--- src/design/dlsa_pkg.sv ---
`default_nettype none
// ----------------------------------------------------------------------------
// dlsa_pkg: shared definitions of the display link sequence/ack engine
// Widths, command and reply codes, register indexes and the beat formats
// that pass between the front, the back and the result queue.
// ----------------------------------------------------------------------------
package dlsa_pkg;

    localparam int ID_W   = 29;
    localparam int LEN_W  = 4;
    localparam int BYTE_W = 8;
    localparam int TICK_W = 16;
    localparam int CNT_W  = 8;

    localparam int PADDR_W = 4;
    localparam int PDATA_W = 32;

    localparam int CMD_DEPTH_DEF = 2;
    localparam int RES_DEPTH_DEF = 2;

    localparam int LONG_REPLY_LEN = 6;

    localparam logic [BYTE_W-1:0] CMD_KEEPALIVE = 8'hA3;
    localparam logic [BYTE_W-1:0] CMD_LONG_ALT  = 8'hA0;
    localparam logic [BYTE_W-1:0] SEQ_LIMIT     = 8'h20;
    localparam logic [BYTE_W-1:0] ACK_BASE      = 8'hB0;
    localparam logic [LEN_W-1:0]  FRAME_LEN_MAX = 4'd8;
    localparam logic [LEN_W-1:0]  CTRL_LEN      = 4'd1;
    localparam logic [TICK_W-1:0] RESP_TICKS_RST = 16'd200;

    typedef enum logic [1:0] {
        REQ_SEND      = 2'd0,
        REQ_KEEPALIVE = 2'd1,
        REQ_FRAME     = 2'd2,
        REQ_TICK      = 2'd3
    } req_kind_t;

    typedef enum logic [1:0] {
        REG_RX_ID      = 2'd0,
        REG_TX_ID      = 2'd1,
        REG_RESP_TICKS = 2'd2
    } reg_index_t;

    // Classified input item, as the back consumes it
    typedef struct packed {
        req_kind_t          kind;
        logic               id_match;
        logic [ID_W-1:0]    frame_id;
        logic [LEN_W-1:0]   tx_len;
        logic [BYTE_W-1:0]  base;
        logic               long_cmd;
        logic               len_gt1;
        logic               d0_low;
        logic [BYTE_W-1:0]  d0;
        logic               long_match;
    } cmd_t;

    typedef struct packed {
        logic               tx_valid;
        logic [ID_W-1:0]    tx_id;
        logic [LEN_W-1:0]   tx_len;
        logic [BYTE_W-1:0]  tx_byte0;
        logic               done_res;
        logic               ack_ok;
    } res_t;

    function automatic logic [BYTE_W-1:0] long_reply_byte(input logic [2:0] k);
        logic [BYTE_W-1:0] b;
        case (k)
            3'd0:    b = 8'hA1;
            3'd1:    b = 8'h0F;
            3'd2:    b = 8'h8A;
            3'd3:    b = 8'hFF;
            3'd4:    b = 8'h4A;
            3'd5:    b = 8'hFF;
            default: b = 8'h00;
        endcase
        return b;
    endfunction

    // x mod 15: 16 is 1 mod 15, so fold the nibbles, then reduce twice
    function automatic logic [3:0] mod15(input logic [CNT_W-1:0] x);
        logic [4:0] s;
        s = {1'b0, x[7:4]} + {1'b0, x[3:0]};
        if (s >= 5'd15) begin
            s = s - 5'd15;
        end
        if (s == 5'd15) begin
            s = 5'd0;
        end
        return s[3:0];
    endfunction

endpackage
`default_nettype wire

--- src/design/dlsa_queue.sv ---
`default_nettype none
// ----------------------------------------------------------------------------
// dlsa_queue: small first-in first-out beat queue
// Circular buffer of registers with a fill count; head shown while not empty.
// ----------------------------------------------------------------------------
module dlsa_queue
    import dlsa_pkg::*;
#(
    parameter int WIDTH = 1,
    parameter int DEPTH = 2
)
(
    input  wire logic             clk,
    input  wire logic             rst_n,
    input  wire logic             wr_en,
    input  wire logic [WIDTH-1:0] wr_data,
    output logic                  full,
    input  wire logic             rd_en,
    output logic      [WIDTH-1:0] rd_data,
    output logic                  empty
);

    localparam int PTR_W = (DEPTH > 1) ? $clog2(DEPTH) : 1;
    localparam int FILL_W = $clog2(DEPTH + 1);

    logic [WIDTH-1:0]  slot_reg [DEPTH];
    logic [PTR_W-1:0]  wr_ptr_reg, wr_ptr_next;
    logic [PTR_W-1:0]  rd_ptr_reg, rd_ptr_next;
    logic [FILL_W-1:0] fill_reg, fill_next;
    logic              do_wr, do_rd;

    assign full    = (fill_reg == FILL_W'(DEPTH));
    assign empty   = (fill_reg == '0);
    assign do_wr   = wr_en && !full;
    assign do_rd   = rd_en && !empty;
    assign rd_data = slot_reg[rd_ptr_reg];

    always_comb
    begin
        wr_ptr_next = wr_ptr_reg;
        rd_ptr_next = rd_ptr_reg;
        fill_next   = fill_reg;
        if (do_wr)
        begin
            wr_ptr_next = (wr_ptr_reg == PTR_W'(DEPTH - 1)) ? '0 : wr_ptr_reg + 1'b1;
        end
        if (do_rd)
        begin
            rd_ptr_next = (rd_ptr_reg == PTR_W'(DEPTH - 1)) ? '0 : rd_ptr_reg + 1'b1;
        end
        if (do_wr && !do_rd)
        begin
            fill_next = fill_reg + 1'b1;
        end
        else if (do_rd && !do_wr)
        begin
            fill_next = fill_reg - 1'b1;
        end
    end

    always_ff @(posedge clk)
    begin
        if (do_wr)
        begin
            slot_reg[wr_ptr_reg] <= wr_data;
        end
    end

    always_ff @(posedge clk or negedge rst_n)
    begin
        if (!rst_n)
        begin
            wr_ptr_reg <= '0;
            rd_ptr_reg <= '0;
            fill_reg   <= '0;
        end
        else
        begin
            wr_ptr_reg <= wr_ptr_next;
            rd_ptr_reg <= rd_ptr_next;
            fill_reg   <= fill_next;
        end
    end

endmodule
`default_nettype wire

--- src/design/dlsa_front.sv ---
`default_nettype none
// ----------------------------------------------------------------------------
// dlsa_front: input side of the engine
// Accept input beats, classify them (id match, length checks, long reply
// compare, command base byte) and hold them in the command queue.
// ----------------------------------------------------------------------------
module dlsa_front
    import dlsa_pkg::*;
#(
    parameter int CMD_DEPTH = CMD_DEPTH_DEF
)
(
    input  wire logic              clk,
    input  wire logic              rst_n,
    input  wire logic              push,
    output logic                   full,
    input  wire logic [1:0]        req_type,
    input  wire logic [ID_W-1:0]   frame_id,
    input  wire logic [LEN_W-1:0]  frame_len,
    input  wire logic [BYTE_W-1:0] data0,
    input  wire logic [BYTE_W-1:0] data1,
    input  wire logic [BYTE_W-1:0] data2,
    input  wire logic [BYTE_W-1:0] data3,
    input  wire logic [BYTE_W-1:0] data4,
    input  wire logic [BYTE_W-1:0] data5,
    input  wire logic [ID_W-1:0]   rx_id,
    output cmd_t                   cmd,
    output logic                   cmd_valid,
    input  wire logic              cmd_ready
);

    logic [BYTE_W-1:0] d [LONG_REPLY_LEN];
    cmd_t              cls;
    logic              cmd_empty;

    assign d[0] = data0;
    assign d[1] = data1;
    assign d[2] = data2;
    assign d[3] = data3;
    assign d[4] = data4;
    assign d[5] = data5;

    always_comb
    begin
        cls.kind     = req_kind_t'(req_type);
        cls.id_match = (frame_id == rx_id);
        cls.frame_id = frame_id;
        cls.tx_len   = (frame_len > FRAME_LEN_MAX) ? FRAME_LEN_MAX : frame_len;
        // a zero-length send carries a zero base byte
        cls.base     = (frame_len != '0) ? data0 : '0;
        cls.long_cmd = (cls.base == CMD_KEEPALIVE) || (cls.base == CMD_LONG_ALT);
        cls.len_gt1  = (frame_len > LEN_W'(1));
        cls.d0_low   = (data0 < SEQ_LIMIT);
        cls.d0       = data0;
        // compare only the bytes the frame carries, up to six
        cls.long_match = 1'b1;
        for (int k = 0; k < LONG_REPLY_LEN; k++)
        begin
            if ((LEN_W'(k) < frame_len) && (d[k] != long_reply_byte(3'(k))))
            begin
                cls.long_match = 1'b0;
            end
        end
    end

    dlsa_queue #(
        .WIDTH ($bits(cmd_t)),
        .DEPTH (CMD_DEPTH)
    ) u_cmd_queue (
        .clk     (clk),
        .rst_n   (rst_n),
        .wr_en   (push),
        .wr_data (cls),
        .full    (full),
        .rd_en   (cmd_ready),
        .rd_data (cmd),
        .empty   (cmd_empty)
    );

    assign cmd_valid = !cmd_empty;

endmodule
`default_nettype wire

--- src/design/dlsa_back.sv ---
`default_nettype none
// ----------------------------------------------------------------------------
// dlsa_back: link state and result side of the engine
// Carry out one classified beat per cycle, while the result queue has room,
// against the request phase and the sequence counters, and queue any result beat for the consumer.
// ----------------------------------------------------------------------------
module dlsa_back
    import dlsa_pkg::*;
#(
    parameter int RES_DEPTH = RES_DEPTH_DEF
)
(
    input  wire logic              clk,
    input  wire logic              rst_n,
    input  wire cmd_t              cmd,
    input  wire logic              cmd_valid,
    output logic                   cmd_ready,
    input  wire logic [ID_W-1:0]   tx_id_cfg,
    input  wire logic [TICK_W-1:0] resp_ticks,
    input  wire logic              pop,
    output res_t                   res,
    output logic                   empty
);

    typedef enum logic [1:0] {
        PH_IDLE = 2'b01,
        PH_WAIT = 2'b10
    } phase_t;

    phase_t             phase_reg, phase_next;
    logic               exp_long_reg, exp_long_next;
    logic [CNT_W-1:0]   send_cnt_reg, send_cnt_next;
    logic [CNT_W-1:0]   recv_cnt_reg, recv_cnt_next;
    logic [3:0]         recv_mod_reg, recv_mod_next;
    logic [TICK_W-1:0]  wait_ticks_reg, wait_ticks_next;

    logic               res_full;
    logic               consume;
    logic               res_wr;
    res_t               res_new;
    logic [BYTE_W-1:0]  seq_byte;
    logic [CNT_W-1:0]   recv_inc;
    logic [3:0]         recv_inc_mod;
    logic               reply_ok;

    assign cmd_ready = !res_full;
    assign consume   = cmd_valid && !res_full;

    assign seq_byte     = cmd.base + {4'b0000, send_cnt_reg[3:0]};
    assign recv_inc     = recv_cnt_reg + 1'b1;
    assign recv_inc_mod = mod15(recv_inc);
    assign reply_ok     = exp_long_reg ? cmd.long_match
                                       : (cmd.d0 == (ACK_BASE + {4'b0000, recv_mod_reg}));

    always_comb
    begin
        phase_next      = phase_reg;
        exp_long_next   = exp_long_reg;
        send_cnt_next   = send_cnt_reg;
        recv_cnt_next   = recv_cnt_reg;
        recv_mod_next   = recv_mod_reg;
        wait_ticks_next = wait_ticks_reg;
        res_new         = '0;
        res_wr          = 1'b0;
        if (consume)
        begin
            case (cmd.kind)
                REQ_SEND:
                begin
                    if (phase_reg == PH_IDLE)
                    begin
                        res_wr           = 1'b1;
                        res_new.tx_valid = 1'b1;
                        res_new.tx_id    = cmd.frame_id;
                        res_new.tx_len   = cmd.tx_len;
                        if (cmd.long_cmd)
                        begin
                            res_new.tx_byte0 = cmd.base;
                            phase_next       = PH_WAIT;
                            exp_long_next    = 1'b1;
                            wait_ticks_next  = '0;
                        end
                        else
                        begin
                            res_new.tx_byte0 = seq_byte;
                            send_cnt_next    = send_cnt_reg + 1'b1;
                            if (seq_byte >= SEQ_LIMIT)
                            begin
                                res_new.done_res = 1'b1;
                                res_new.ack_ok   = 1'b1;
                            end
                            else
                            begin
                                phase_next      = PH_WAIT;
                                exp_long_next   = 1'b0;
                                wait_ticks_next = '0;
                            end
                        end
                    end
                end
                REQ_KEEPALIVE:
                begin
                    if (phase_reg == PH_IDLE)
                    begin
                        res_wr           = 1'b1;
                        res_new.tx_valid = 1'b1;
                        res_new.tx_id    = tx_id_cfg;
                        res_new.tx_len   = CTRL_LEN;
                        res_new.tx_byte0 = CMD_KEEPALIVE;
                        phase_next       = PH_WAIT;
                        exp_long_next    = 1'b1;
                        wait_ticks_next  = '0;
                    end
                end
                REQ_FRAME:
                begin
                    if (cmd.id_match)
                    begin
                        if (phase_reg == PH_IDLE)
                        begin
                            if (cmd.len_gt1)
                            begin
                                recv_cnt_next = recv_inc;
                                recv_mod_next = recv_inc_mod;
                                if (cmd.d0_low)
                                begin
                                    res_wr           = 1'b1;
                                    res_new.tx_valid = 1'b1;
                                    res_new.tx_id    = tx_id_cfg;
                                    res_new.tx_len   = CTRL_LEN;
                                    res_new.tx_byte0 = ACK_BASE + {4'b0000, recv_inc_mod};
                                end
                            end
                        end
                        else if (reply_ok)
                        begin
                            res_wr           = 1'b1;
                            res_new.done_res = 1'b1;
                            res_new.ack_ok   = 1'b1;
                            phase_next       = PH_IDLE;
                        end
                    end
                end
                REQ_TICK:
                begin
                    if (phase_reg == PH_WAIT)
                    begin
                        if (wait_ticks_reg >= resp_ticks)
                        begin
                            res_wr           = 1'b1;
                            res_new.done_res = 1'b1;
                            phase_next       = PH_IDLE;
                        end
                        else
                        begin
                            wait_ticks_next = wait_ticks_reg + 1'b1;
                        end
                    end
                end
                default:
                begin
                    res_wr = 1'b0;
                end
            endcase
        end
    end

    always_ff @(posedge clk or negedge rst_n)
    begin
        if (!rst_n)
        begin
            phase_reg      <= PH_IDLE;
            exp_long_reg   <= 1'b0;
            send_cnt_reg   <= '0;
            recv_cnt_reg   <= '0;
            recv_mod_reg   <= '0;
            wait_ticks_reg <= '0;
        end
        else
        begin
            phase_reg      <= phase_next;
            exp_long_reg   <= exp_long_next;
            send_cnt_reg   <= send_cnt_next;
            recv_cnt_reg   <= recv_cnt_next;
            recv_mod_reg   <= recv_mod_next;
            wait_ticks_reg <= wait_ticks_next;
        end
    end

    dlsa_queue #(
        .WIDTH ($bits(res_t)),
        .DEPTH (RES_DEPTH)
    ) u_res_queue (
        .clk     (clk),
        .rst_n   (rst_n),
        .wr_en   (res_wr),
        .wr_data (res_new),
        .full    (res_full),
        .rd_en   (pop),
        .rd_data (res),
        .empty   (empty)
    );

endmodule
`default_nettype wire

--- src/design/display_link_sequence_ack_engine.sv ---
`default_nettype none
// ----------------------------------------------------------------------------
// display_link_sequence_ack_engine: CAN sequence/ack link engine for a display
// Numbers outgoing display commands, tracks acks and long replies, acks
// display frames and times out pending requests on millisecond ticks.
// ----------------------------------------------------------------------------
// The engine takes one beat per clock on the push/full side while full is
// low (send request, keepalive request, received frame or tick) and gives at
// most one result beat per item on the empty/pop side; an accepted beat passes
// through the registered command queue and result queue before its result shows.
// The front classifies each beat and parks it in a command queue
// of CMD_DEPTH entries; the back updates the link state for each beat and
// parks results in a queue of RES_DEPTH entries. Sustained rate is one item
// per cycle; the back holds only while the result queue is full, and full
// rises only once the command queue has filled behind it. Items that cause
// no result (ticks that do not time out, ignored frames, requests during a
// wait) leave nothing in the result queue.
// Program display_rx_id (0x0), display_tx_id (0x4) and response_ticks (0x8)
// through the APB port while the engine is idle; all three read back.
// ----------------------------------------------------------------------------
module display_link_sequence_ack_engine
    import dlsa_pkg::*;
#(
    parameter int CMD_DEPTH = CMD_DEPTH_DEF,
    parameter int RES_DEPTH = RES_DEPTH_DEF
)
(
    input  wire logic               clk,
    input  wire logic               rst_n,
    // configuration port
    input  wire logic               psel,
    input  wire logic               penable,
    input  wire logic               pwrite,
    input  wire logic [PADDR_W-1:0] paddr,
    input  wire logic [PDATA_W-1:0] pwdata,
    output logic      [PDATA_W-1:0] prdata,
    output logic                    pready,
    // input items
    input  wire logic               push,
    output logic                    full,
    input  wire logic [1:0]         req_type,
    input  wire logic [ID_W-1:0]    frame_id,
    input  wire logic [LEN_W-1:0]   frame_len,
    input  wire logic [BYTE_W-1:0]  data0,
    input  wire logic [BYTE_W-1:0]  data1,
    input  wire logic [BYTE_W-1:0]  data2,
    input  wire logic [BYTE_W-1:0]  data3,
    input  wire logic [BYTE_W-1:0]  data4,
    input  wire logic [BYTE_W-1:0]  data5,
    // result items
    output logic                    empty,
    input  wire logic               pop,
    output logic                    tx_valid,
    output logic      [ID_W-1:0]    tx_id,
    output logic      [LEN_W-1:0]   tx_len,
    output logic      [BYTE_W-1:0]  tx_byte0,
    output logic                    done_res,
    output logic                    ack_ok
);

    logic [ID_W-1:0]   rx_id_reg;
    logic [ID_W-1:0]   tx_id_reg;
    logic [TICK_W-1:0] resp_ticks_reg;
    logic              cfg_wr;
    reg_index_t        cfg_sel;

    cmd_t              cmd;
    logic              cmd_valid;
    logic              cmd_ready;
    res_t              res;

    // ---------------- configuration registers ----------------
    assign pready  = 1'b1;
    assign cfg_wr  = psel && penable && pwrite && pready;
    assign cfg_sel = reg_index_t'(paddr[3:2]);

    always_ff @(posedge clk or negedge rst_n)
    begin
        if (!rst_n)
        begin
            rx_id_reg      <= '0;
            tx_id_reg      <= '0;
            resp_ticks_reg <= RESP_TICKS_RST;
        end
        else if (cfg_wr)
        begin
            case (cfg_sel)
                REG_RX_ID:      rx_id_reg      <= pwdata[ID_W-1:0];
                REG_TX_ID:      tx_id_reg      <= pwdata[ID_W-1:0];
                REG_RESP_TICKS: resp_ticks_reg <= pwdata[TICK_W-1:0];
                default:        rx_id_reg      <= rx_id_reg;
            endcase
        end
    end

    always_comb
    begin
        case (cfg_sel)
            REG_RX_ID:      prdata = PDATA_W'(rx_id_reg);
            REG_TX_ID:      prdata = PDATA_W'(tx_id_reg);
            REG_RESP_TICKS: prdata = PDATA_W'(resp_ticks_reg);
            default:        prdata = '0;
        endcase
    end

    // ---------------- front: accept and classify ----------------
    dlsa_front #(
        .CMD_DEPTH (CMD_DEPTH)
    ) u_front (
        .clk       (clk),
        .rst_n     (rst_n),
        .push      (push),
        .full      (full),
        .req_type  (req_type),
        .frame_id  (frame_id),
        .frame_len (frame_len),
        .data0     (data0),
        .data1     (data1),
        .data2     (data2),
        .data3     (data3),
        .data4     (data4),
        .data5     (data5),
        .rx_id     (rx_id_reg),
        .cmd       (cmd),
        .cmd_valid (cmd_valid),
        .cmd_ready (cmd_ready)
    );

    // ---------------- back: link state and results ----------------
    dlsa_back #(
        .RES_DEPTH (RES_DEPTH)
    ) u_back (
        .clk        (clk),
        .rst_n      (rst_n),
        .cmd        (cmd),
        .cmd_valid  (cmd_valid),
        .cmd_ready  (cmd_ready),
        .tx_id_cfg  (tx_id_reg),
        .resp_ticks (resp_ticks_reg),
        .pop        (pop),
        .res        (res),
        .empty      (empty)
    );

    assign tx_valid = res.tx_valid;
    assign tx_id    = res.tx_id;
    assign tx_len   = res.tx_len;
    assign tx_byte0 = res.tx_byte0;
    assign done_res = res.done_res;
    assign ack_ok   = res.ack_ok;

    // ---------------- assertions ----------------
    // Every queued result either transmits or finishes a request
    a_no_blank_result: assert property (@(posedge clk) disable iff (!rst_n)
        !empty |-> (tx_valid || done_res))
        else $error("result beat neither transmits nor finishes");

    // A timeout never travels with a frame
    a_timeout_alone: assert property (@(posedge clk) disable iff (!rst_n)
        (!empty && done_res && !ack_ok) |-> !tx_valid)
        else $error("timeout result carries a frame");

    // Frame lengths are saturated to a CAN payload
    a_len_bound: assert property (@(posedge clk) disable iff (!rst_n)
        (!empty && tx_valid) |-> (tx_len <= FRAME_LEN_MAX))
        else $error("transmit length above eight");

    // A result with nothing to send shows clean frame fields
    a_clean_fields: assert property (@(posedge clk) disable iff (!rst_n)
        (!empty && !tx_valid) |-> ((tx_id == '0) && (tx_len == '0) && (tx_byte0 == '0)))
        else $error("stale frame fields on a finish-only result");

endmodule
`default_nettype wire

--- config.mk ---
export PLATFORM = sky130hd
export DESIGN_NAME = display_link_sequence_ack_engine
export DESIGN_NICKNAME = d
export VERILOG_FILES = /design/src/design/dlsa_pkg.sv /design/src/design/dlsa_queue.sv /design/src/design/dlsa_front.sv /design/src/design/dlsa_back.sv /design/src/design/display_link_sequence_ack_engine.sv
export SDC_FILE = /design/constraint.sdc
export NUM_CORES = 1
export LEC_CHECK = 0
export BUFFER_PORTS_ARGS = -buffer_cell sky130_fd_sc_hd__buf_2
export CAP_MARGIN = 20
export CORE_UTILIZATION = 45
export CTS_CLUSTER_DIAMETER = 150
export CTS_CLUSTER_SIZE = 14
export DETAILED_ROUTE_END_ITERATION = 6
export PLACE_DENSITY = 0.69
export SLEW_MARGIN = 20
export SYNTH_ARGS = -nofsm -noshare
export SYNTH_HDL_FRONTEND = slang
export SYNTH_SLANG_ARGS = --single-unit
--- constraint.sdc ---
create_clock -name clk -period 5 [get_ports clk]
set_input_delay 0.25 -clock clk [delete_from_list [all_inputs] [get_ports clk]]
set_output_delay 0.25 -clock clk [all_outputs]
set_load 0.01 [all_outputs]
* Word level (Yosys, flattened, before mapping)
Memories as Yosys holds them, arrays and structs flattened.
Cells that the tools add are included.
** Operators by class
- Add/sub/neg operators :: 16
- Multiply operators :: 0
- Div/mod/pow operators :: 0
- Order comparisons :: 12
- Eq/ne operators :: 29
- Shifts and indexed selects :: 0
- Multiplexer cells :: 71
- Bitwise logic cells :: 1
- Reduce and logical (&&, ||, !) cells :: 43
** Operators by type and width (number)
- two-way mux 42 bit :: 4
- two-way mux 44 bit :: 3
- case mux 42 bit (3 select lines) :: 1
- two-way mux 16 bit :: 6
- case mux 29 bit (3 select lines) :: 1
- case mux 16 bit (3 select lines) :: 1
- two-way mux 2 bit :: 17
- inequality test 8 bit (second input constant) :: 4
- equality test 29 bit :: 1
- two-way mux 1 bit :: 28
- adder 16 x 1 -> 16 bit (second input constant) :: 1
- adder 8 x 1 -> 8 bit (second input constant) :: 2
- adder 8 x 4 -> 8 bit (first input constant) :: 2
- equality test 8 bit (second input constant) :: 2
- greater-or-equal comparator 16 bit :: 1
- logical AND 1 bit :: 16
- two-way mux 8 bit :: 2
- equality test 2 bit (second input constant) :: 6
- inequality test 2 x 1 -> 1 bit (second input constant) :: 5
- AND reduction 5 bit :: 2
- AND reduction 9 bit :: 1
- adder 8 x 4 -> 8 bit :: 1
- equality test 8 bit :: 1
- greater-or-equal comparator 8 x 6 -> 1 bit (second input constant) :: 1
- 34 further kinds :: 63
** Word-level totals
- Flip-flop bits (word level) :: 121
- Latch bits :: 0
- Bits in writable memories :: 200
- Bits in read-only memories :: 0
- Bits of input ports :: 126
- Logic and storage cells :: 189
- Memories :: 2
** Memory list
- u_front.u_cmd_queue.slot_reg :: words 2, bits a word 56, read ports 1, clocked after memory_dff 0, wr ports 1, RTL line dlsa_queue.sv:26 : logic [WIDTH-1:0] slot_reg [DEPTH];
- u_back.u_res_queue.slot_reg :: words 2, bits a word 44, read ports 1, clocked after memory_dff 0, wr ports 1, RTL line dlsa_queue.sv:26

* Longest topological paths before layout
Gate-level depths: netlist of the first run.
- Depth after elaboration :: 13
- Gate-level depth with buffers :: 14

* Hierarchy
A second synthesis of the first run with hierarchy kept.
** Unflattened totals
- Cells, all modules :: 1105
- Area total of the unflattened synthesis :: 15486.1 µm²
** By module, submodules not included
- dlsa_queue (u_front.u_cmd_queue) :: times used 1, cells an instance 193, area an instance 4357.9 µm², sequential area each 3463.3 µm²
- dlsa_queue (u_back.u_res_queue) :: times used 1, cells an instance 156, area an instance 3572.2 µm², sequential area each 2742.6 µm²
- dlsa_back :: times used 1, cells an instance 425, area an instance 3567.2 µm², sequential area each 877.1 µm²
- display_link_sequence_ack_engine :: times used 1, cells an instance 249, area an instance 3377.0 µm², sequential area each 1855.5 µm²
- dlsa_front :: times used 1, cells an instance 82, area an instance 611.8 µm², sequential area each 0.0 µm²

* Worst setup path before layout of the first run
OpenSTA, ideal clock, no wires.
- Kind :: register to register
- From :: register resp_ticks_reg[7]
- To :: memory u_back.u_res_queue.slot_reg[0][0] in the netlist's numbering (enable)
- Library setup time :: 0.451 ns
- Arrival :: 3.884 ns
- Slack :: 0.666 ns
- Stages on the path, launching flop included :: 10
- Path buffers :: 0
- Period minus slack after synthesis :: 4.334 ns
- Path through :: dfstp_2 inv_1 ha_1 o211ai_1 nor3_1 nand2_1 a31oi_1 a32oi_1 a221oi_4 nor2b_1
** On the way
- Longest elaborated chain between the ends :: 8
** Ends and longest elaborated chain
- from (decl) :: RTL line display_link_sequence_ack_engine.sv:63 : logic [TICK_W-1:0] resp_ticks_reg;
- from (signal assigned) :: RTL line display_link_sequence_ack_engine.sv:90 : REG_RESP_TICKS: resp_ticks_reg <= pwdata[TICK_W-1:0];
- greater-or-equal comparator 16 bit :: RTL line dlsa_back.sv:148 : if (wait_ticks_reg >= resp_ticks)
- two-way mux 1 bit :: RTL line dlsa_back.sv:148
- two-way mux 1 bit :: RTL line dlsa_back.sv:146 : if (phase_reg == PH_WAIT)
- case mux 1 bit (3 select lines) :: RTL line dlsa_back.sv:67 : case (cmd.kind)
- two-way mux 1 bit :: RTL line dlsa_back.sv:65 : if (consume)
- logical AND 1 bit :: RTL line dlsa_queue.sv:34 : assign do_wr = wr_en && !full;
- named net u_back.u_res_queue.do_wr :: RTL line dlsa_queue.sv:30 : logic do_wr, do_rd;
- two-way mux 1 bit :: RTL line dlsa_queue.sv:63 : if (do_wr)
- two-way mux 1 bit (not written as such) :: RTL line dlsa_queue.sv:65 : slot_reg[wr_ptr_reg] <= wr_data;
- to (decl) :: RTL line dlsa_queue.sv:26
The timed path passes the listed nets, and every way through them passes these cells.

==> impl_metrics.tcl, run 1 <==
set metrics [dict create \
    status "completed" \
    clkSinkCount 317 \
    yosys_warnings 0 \
    slew_violations 0 \
    yosys-top-cells-area "edfxtp_1 41%, dfrtp_1 19%, mux2_2 8.5%" \
    root_buffer "clkbuf_16" \
    peakVddDrop_mv 0.259 \
    firstDrtPassIters 5 \
    n_antenna_cell 0 \
    io_buffers 195 \
    synth-xor-area-share_pct 4.28 \
    synth.most_common_cell "edfxtp_1" \
    final_area_um2 17700 \
    max_freq_mhz 249 \
    synthAdderAreaFrac_pct 2.82 \
    tightest_slew_ns 0.866 \
    grt_use_met2_pct 36.7 \
    rsz0062_at_grt "false" \
    fin_tns_setup_ns 0 \
    synth_seq_area_share_pct 60.7 \
    hold_path.class "in -> reg" \
    cp.required_ns 5.26 \
    post_dp_cell_area_um2 16300 \
    grt_overflow 0 \
    rrSetupSlack_ns 0.99 \
    maxCapViolCount 0 \
    grt.total_usage_pct 22.1 \
    final_nets 1529 \
    path_clk_slew_ns 0.07 \
    core_um2 31900 \
    via_count 9990 \
    rows 65 \
    drive_above_1_share_pct 27.2 \
    largest_register_ffs 112 \
    synth_compound_area_share_pct 8.36 \
    cts_max_level 1 \
    timing.final.crit_period_ns 4.01 \
    cts_buffers 26 \
    power_density_nw_per_um2 495 \
    dieArea_um2 33500 \
    synth_ff_type "edfxtp_1" \
    sw_frac_of_total_pct 34.2 \
    synth.area.mux_share_pct 13.6 \
    maxSlewHeadroom_pct 42.2 \
    post_cts_buffers 0 \
    top_usage_layer "met2" \
    dp_hpwl_um 24600 \
    worstPathMaxFanout 10 \
    synth_top_family_by_area "multiplexers" \
    pwr-share-clk_pct 21.6 \
    ioPinCount 205 \
    wl_um 36300 \
    critPathLaunchType "register" \
    finClkSkew_ns 0.0344 \
    start_util_pct 46.2 \
    setup_viol 0 \
    clockBufferDepth 3 \
    end_kind "register" \
    syn2layout_area_growth_pct 20.0 \
    p_switching_w 0.00299 \
    grt_pass1_wl_um 56800 \
    p_leak_nw 7.18 \
    yosys.area.top_type "edfxtp_1" \
    die_height_um 183 \
    gp_congestion 0.867 \
    synth_top_area_share_pct 40.8 \
    hold_viol_final 0 \
    synthTopCellsByCount "200 x edfxtp_1, 113 x dfrtp_1, 111 x mux2_2" \
    ys_ff_latch 317 \
    drc 0 \
    tritoncts "done" \
    synth_cells 1105 \
    worstSkewPairLatency_ns 0.56 \
    p_int_w 0.00576 \
    seq_power_share_pct 45.0 \
    synthSimpleGateAreaFrac_pct 8.25 \
    grt_pass1_vias 10100 \
    syn_avg_cell_area_um2 13.3 \
    synth-async-reset-ratio_pct 36.9 \
    postRouteAntennaNets 0 \
    holdBufCountCts 68 \
    period_share_pct 80.2 \
    grt_max_degree 61 \
    met1_usage_pct 31.1 \
    dieWidth_um 183 \
    synth_area_um2 14700 \
    grt_antenna_before_repair 0 \
    ys_types 70 \
    via_per_inst 5.47 \
    comb_power_share_pct 33.3 \
    crit_arrival_ns 4.27 \
    cts.repair.resized 0 \
    use_met3_pct 2.50 \
    crit_type "reg -> reg" \
    wl_per_cell_um 19.9 \
    drt_first_iter_violations 712 \
    synth_edf_count 200 \
]
-- critical path, stage by stage (launching register included) --
cell	delay, ns
dfrtp_1	0.42
ha_1	0.22
nand3_1	0.15
or2_2	0.35
xnor2_1	0.13
ha_1	0.34
a21oi_1	0.18
xnor2_1	0.14
buf_4	0.18
and3_1	0.17
ha_1	0.22
nor4b_1	0.61
nand2_1	0.13
o21ai_0	0.31
o21ai_0	0.18
-- worst paths after layout --
path / cells after the start / startpoint / end
setup / recovery: 14 / u_back.recv_cnt_reg[0]$_DFFE_PN0P_ / u_back.u_res_queue.slot_reg[1][2]$_DFFE_PP_
hold / removal: 3 / pwdata[4] / resp_ticks_reg[4]$_DFFE_PN0P_
setup reg to reg: 14 / u_back.recv_cnt_reg[0]$_DFFE_PN0P_ / u_back.u_res_queue.slot_reg[1][2]$_DFFE_PP_
hold reg to reg: 1 / u_back.send_cnt_reg[3]$_DFFE_PN0P_ / u_back.send_cnt_reg[3]$_DFFE_PN0P_
max in group asynchronous: 3 / rst_n / u_front.u_cmd_queue.rd_ptr_reg$_DFFE_PN0P_
min in group asynchronous: 2 / rst_n / rx_id_reg[0]$_DFFE_PN0P_
-- stage by stage --
step                      util [%]  hold WS [ns]  setup WS, ns  total power, W  cells
final                         55.5        0.0312         0.990         0.00875   1826
after global routing          55.5        0.0123         0.702         0.00922   1826
after CTS                     55.5       0.00190          1.00         0.00880   1826
after detailed placement      51.0         0.420          1.04         0.00686   1710
after global placement        51.0         0.414          1.11         0.00679   1710
after floorplan                  -       -0.0456         0.666         0.00584   1107
-- placed cells by master (no fill, tap or decap), types with 20 or more instances in the layout --
cell type,netlist,layout
mux2i_1,75,75
dlygate4sd3_1,0,68
ha_1,30,30
nor2_1,58,56
inv_1,22,22
nand2_1,77,77
clkbuf_16,0,26
o21ai_0,53,53
xor2_1,36,36
buf_4,5,20
mux2_2,111,111
dfrtp_1,113,111
a21oi_1,29,29
xnor2_1,36,36
o2bb2ai_1,29,29
edfxtp_1,200,200
buf_2,7,194
clkbuf_1,30,20
-- layout make-up --
| type | instances | area, µm² |
|---|---|---|
| Multi-Input combinational cell | 721 | 5540 |
| Clock buffer | 46 | 726 |
| Inverter | 22 | 82.6 |
| Timing Repair Buffer | 283 | 1820 |
| Tap cell | 435 | 544 |
| Sequential cell | 317 | 8940 |
| Clock inverter | 2 | 23.8 |
| Fill cell | 2684 | 14200 |
-- power by group through the flow --
| stage | logic, W | registers (W) | clock network (W) |
|---|---|---|---|
| 3_3_place_gp | 0.00284 | 0.00395 | 0 |
| 6_report | 0.00292 | 0.00394 | 0.00189 |
| 2_1_floorplan | 0.00198 | 0.00386 | 0 |
| 5_1_grt | 0.00319 | 0.00400 | 0.00203 |
| 3_5_place_dp | 0.00288 | 0.00399 | 0 |
| 4_1_cts | 0.00294 | 0.00393 | 0.00193 |
-- logic make-up (layout without fill, tap and decap cells) --
kind of cell             count (synthesis)  count (layout)
flip-flops                             317             317
AND/OR/NAND/NOR                        247             247
multiplexers                           186             186
AO/OA/AOI/OAI                          180             180
XOR/XNOR                                72              72
buffers and inverters                   69             353
adder cells (fa/ha/maj)                 32              32
other                                    2               4
-- layer usage --
layer / routed length, µm / share of wire [%]
met5: 0 / 0
met4: 645 / 1.8
met3: 1860 / 5.1
met2: 17400 / 48
met1: 16500 / 45
No activity file was read; power rests on OpenSTA's default activity.
==> inputs of run 2 (changes only) <==
Clock period 5 ns to 4.1 ns, I/O delays scaled along.
==> impl_metrics.tcl, run 2 (synthesized netlist as in run 1, its figures left out) <==
set metrics [dict create \
    grt_pass1_wl_um 55400 \
    syn2layout_area_growth_pct 20.3 \
    die_height_um 183 \
    firstDrtPassIters 5 \
    core_um2 31900 \
    worstSkewPairLatency_ns 0.55 \
    crit_arrival_ns 4.02 \
    path_clk_slew_ns 0.07 \
    r2r-start "u_back.recv_cnt_reg[0]$_DFFE_PN0P_" \
    clockBufferDepth 3 \
    via_count 9931 \
    tritoncts "done" \
    status "completed" \
    rsz0062_at_grt "false" \
    final_common_cell "edfxtp_1" \
    drt_first_iter_violations 682 \
    p_leak_nw 7.21 \
    grt_antenna_before_repair 0 \
    cts_buffers 26 \
    slew_violations 0 \
    grt_pass1_vias 9679 \
    power_density_nw_per_um2 603 \
    maxCapViolCount 0 \
    whs_endpoint "u_back.u_res_queue.rd_ptr_reg$_DFFE_PN0P_" \
    root_buffer "clkbuf_16" \
    hp-start "pop" \
    cp.buffers_inverters 0 \
    hold_viol_final 0 \
    grt.total_usage_pct 21.7 \
    cp.required_ns 4.36 \
    via_per_inst 5.42 \
    n_antenna_cell 0 \
    wl_per_cell_um 19.9 \
    final_cell_mix "200 x edfxtp_1, 194 x buf_2, 111 x mux2_2, 111 x dfrtp_1, 77 x nand2_1" \
    dp_hpwl_um 24800 \
    io_buffers 195 \
    grt_overflow 0 \
    r2r-end "u_back.u_res_queue.slot_reg[0][2]$_DFFE_PP_" \
    crit_path_max_incr_delay_ns 0.53 \
    drive_above_1_share_pct 27.4 \
    rr_worst_depth 11 \
    gp_congestion 0.851 \
    max_freq_mhz 266 \
    rows 65 \
    cp_top_family "simple AND/OR/NAND/NOR gates" \
    hold_path_depth 3 \
    dieArea_um2 33500 \
    timing.final.crit_period_ns 3.77 \
    finClkSkew_ns 0.0157 \
    worstPathMaxFanout 5 \
    postRouteAntennaNets 0 \
    crit_type "reg -> reg" \
    dieWidth_um 183 \
    slowest_stage "fa_1" \
    cp_cell_sequence "and3_1, and3_1, xor2_1, fa_1, ha_1, and3_1, ha_1, nor4b_2, nand2_1, o21ai_0, o21ai_0" \
    whs_ns 0.0330 \
    drc 0 \
    clkSinkCount 317 \
    critPathLaunchType "register" \
    end_kind "register" \
    maxSlewHeadroom_pct 33.9 \
    ioPinCount 205 \
    grt_max_degree 57 \
    period_share_pct 91.8 \
    fin_tns_setup_ns 0 \
    critPathMostFrequentCell "and3_1" \
    cts_max_level 1 \
    hold_path.class "in -> reg" \
    wl_um 36500 \
    final_nets 1535 \
    largest_register_ffs 112 \
    rrSetupSlack_ns 0.33 \
    start_util_pct 46.2 \
    tightest_slew_ns 0.992 \
    setup_viol 0 \
    peakVddDrop_mv 0.356 \
]
[run 2: changes by cell type in the layout (fill, tap and decap cells not counted), sizes merged]
cell / before / now
dlygate4sd3: 68 / 70
buf: 215 / 219
inv: 22 / 23
clkinvlp: 1 / 0
[run 2: how the worst max path moves through the flow]
stage / slack [ns] / from / to / cells after the start
after floorplan: 0.33 / u_back.recv_cnt_reg[0]$_DFFE_PN0P_ / u_back.u_res_queue.slot_reg[0][2]$_DFFE_PP_ / 13
after global placement: 0.30 / u_back.recv_cnt_reg[0]$_DFFE_PN0P_ / u_back.u_res_queue.slot_reg[0][3]$_DFFE_PP_ / 11
after detailed placement: 0.20 / u_back.recv_cnt_reg[0]$_DFFE_PN0P_ / u_back.u_res_queue.slot_reg[1][2]$_DFFE_PP_ / 11
after CTS: 0.17 / u_back.recv_cnt_reg[0]$_DFFE_PN0P_ / u_back.u_res_queue.slot_reg[0][2]$_DFFE_PP_ / 11
after global routing: 0.03 / u_back.recv_cnt_reg[0]$_DFFE_PN0P_ / u_back.u_res_queue.slot_reg[0][2]$_DFFE_PP_ / 12
final: 0.33 / u_back.recv_cnt_reg[0]$_DFFE_PN0P_ / u_back.u_res_queue.slot_reg[0][2]$_DFFE_PP_ / 11
[run 2: per-stage QoR]
stage	worst slack (ns)	power, W	cells	utilization [%]	area (µm²)
3_5_place_dp	0.201	0.00838	1714	51.0	16300
6_report	0.335	0.0107	1832	55.6	17700
5_1_grt	0.0330	0.0113	1832	55.6	17700
3_3_place_gp	0.296	0.00829	1714	51.0	16300
2_1_floorplan	0.327	0.00712	1107	-	14700
4_1_cts	0.170	0.0107	1832	55.6	17700
[run 2: per-layer routing]
metal | GRT usage, % | wire length, µm
met2 | 34.8 | 17000
met1 | 31.1 | 16700
met5 | 0 | 0
met3 | 3.55 | 2270
met4 | 4.80 | 519
[run 2: what timing repair did]
item	in CTS	in global routing
hold buffers	70	0
buffers inserted	0	0
hold endpoints to repair	196	0
gates resized for setup	0	1
setup endpoints to repair	0	6
[run 2: layout make-up]
type,instances,area [µm²]
clock buffers,46,726
clock inverters,2,22.5
fillers,2661,14200
inverters,22,82.6
multi-input cells,721,5550
flip-flops and latches,317,8940
well taps,435,544
repair buffers,289,1860
[run 2: report_power, final]
group | switching, W | total [W] | leakage [nW] | internal, W
Sequential | 0.000469 | 0.00484 | 3.33 | 0.00437
Clock | 0.00111 | 0.00231 | 0.355 | 0.00120
Combinational | 0.00208 | 0.00354 | 3.52 | 0.00146
[run 2: tightest hold or removal path: stages]
cell,delay [ns]
buf_2,0.10
o21ai_0,0.15
xnor2_1,0.08
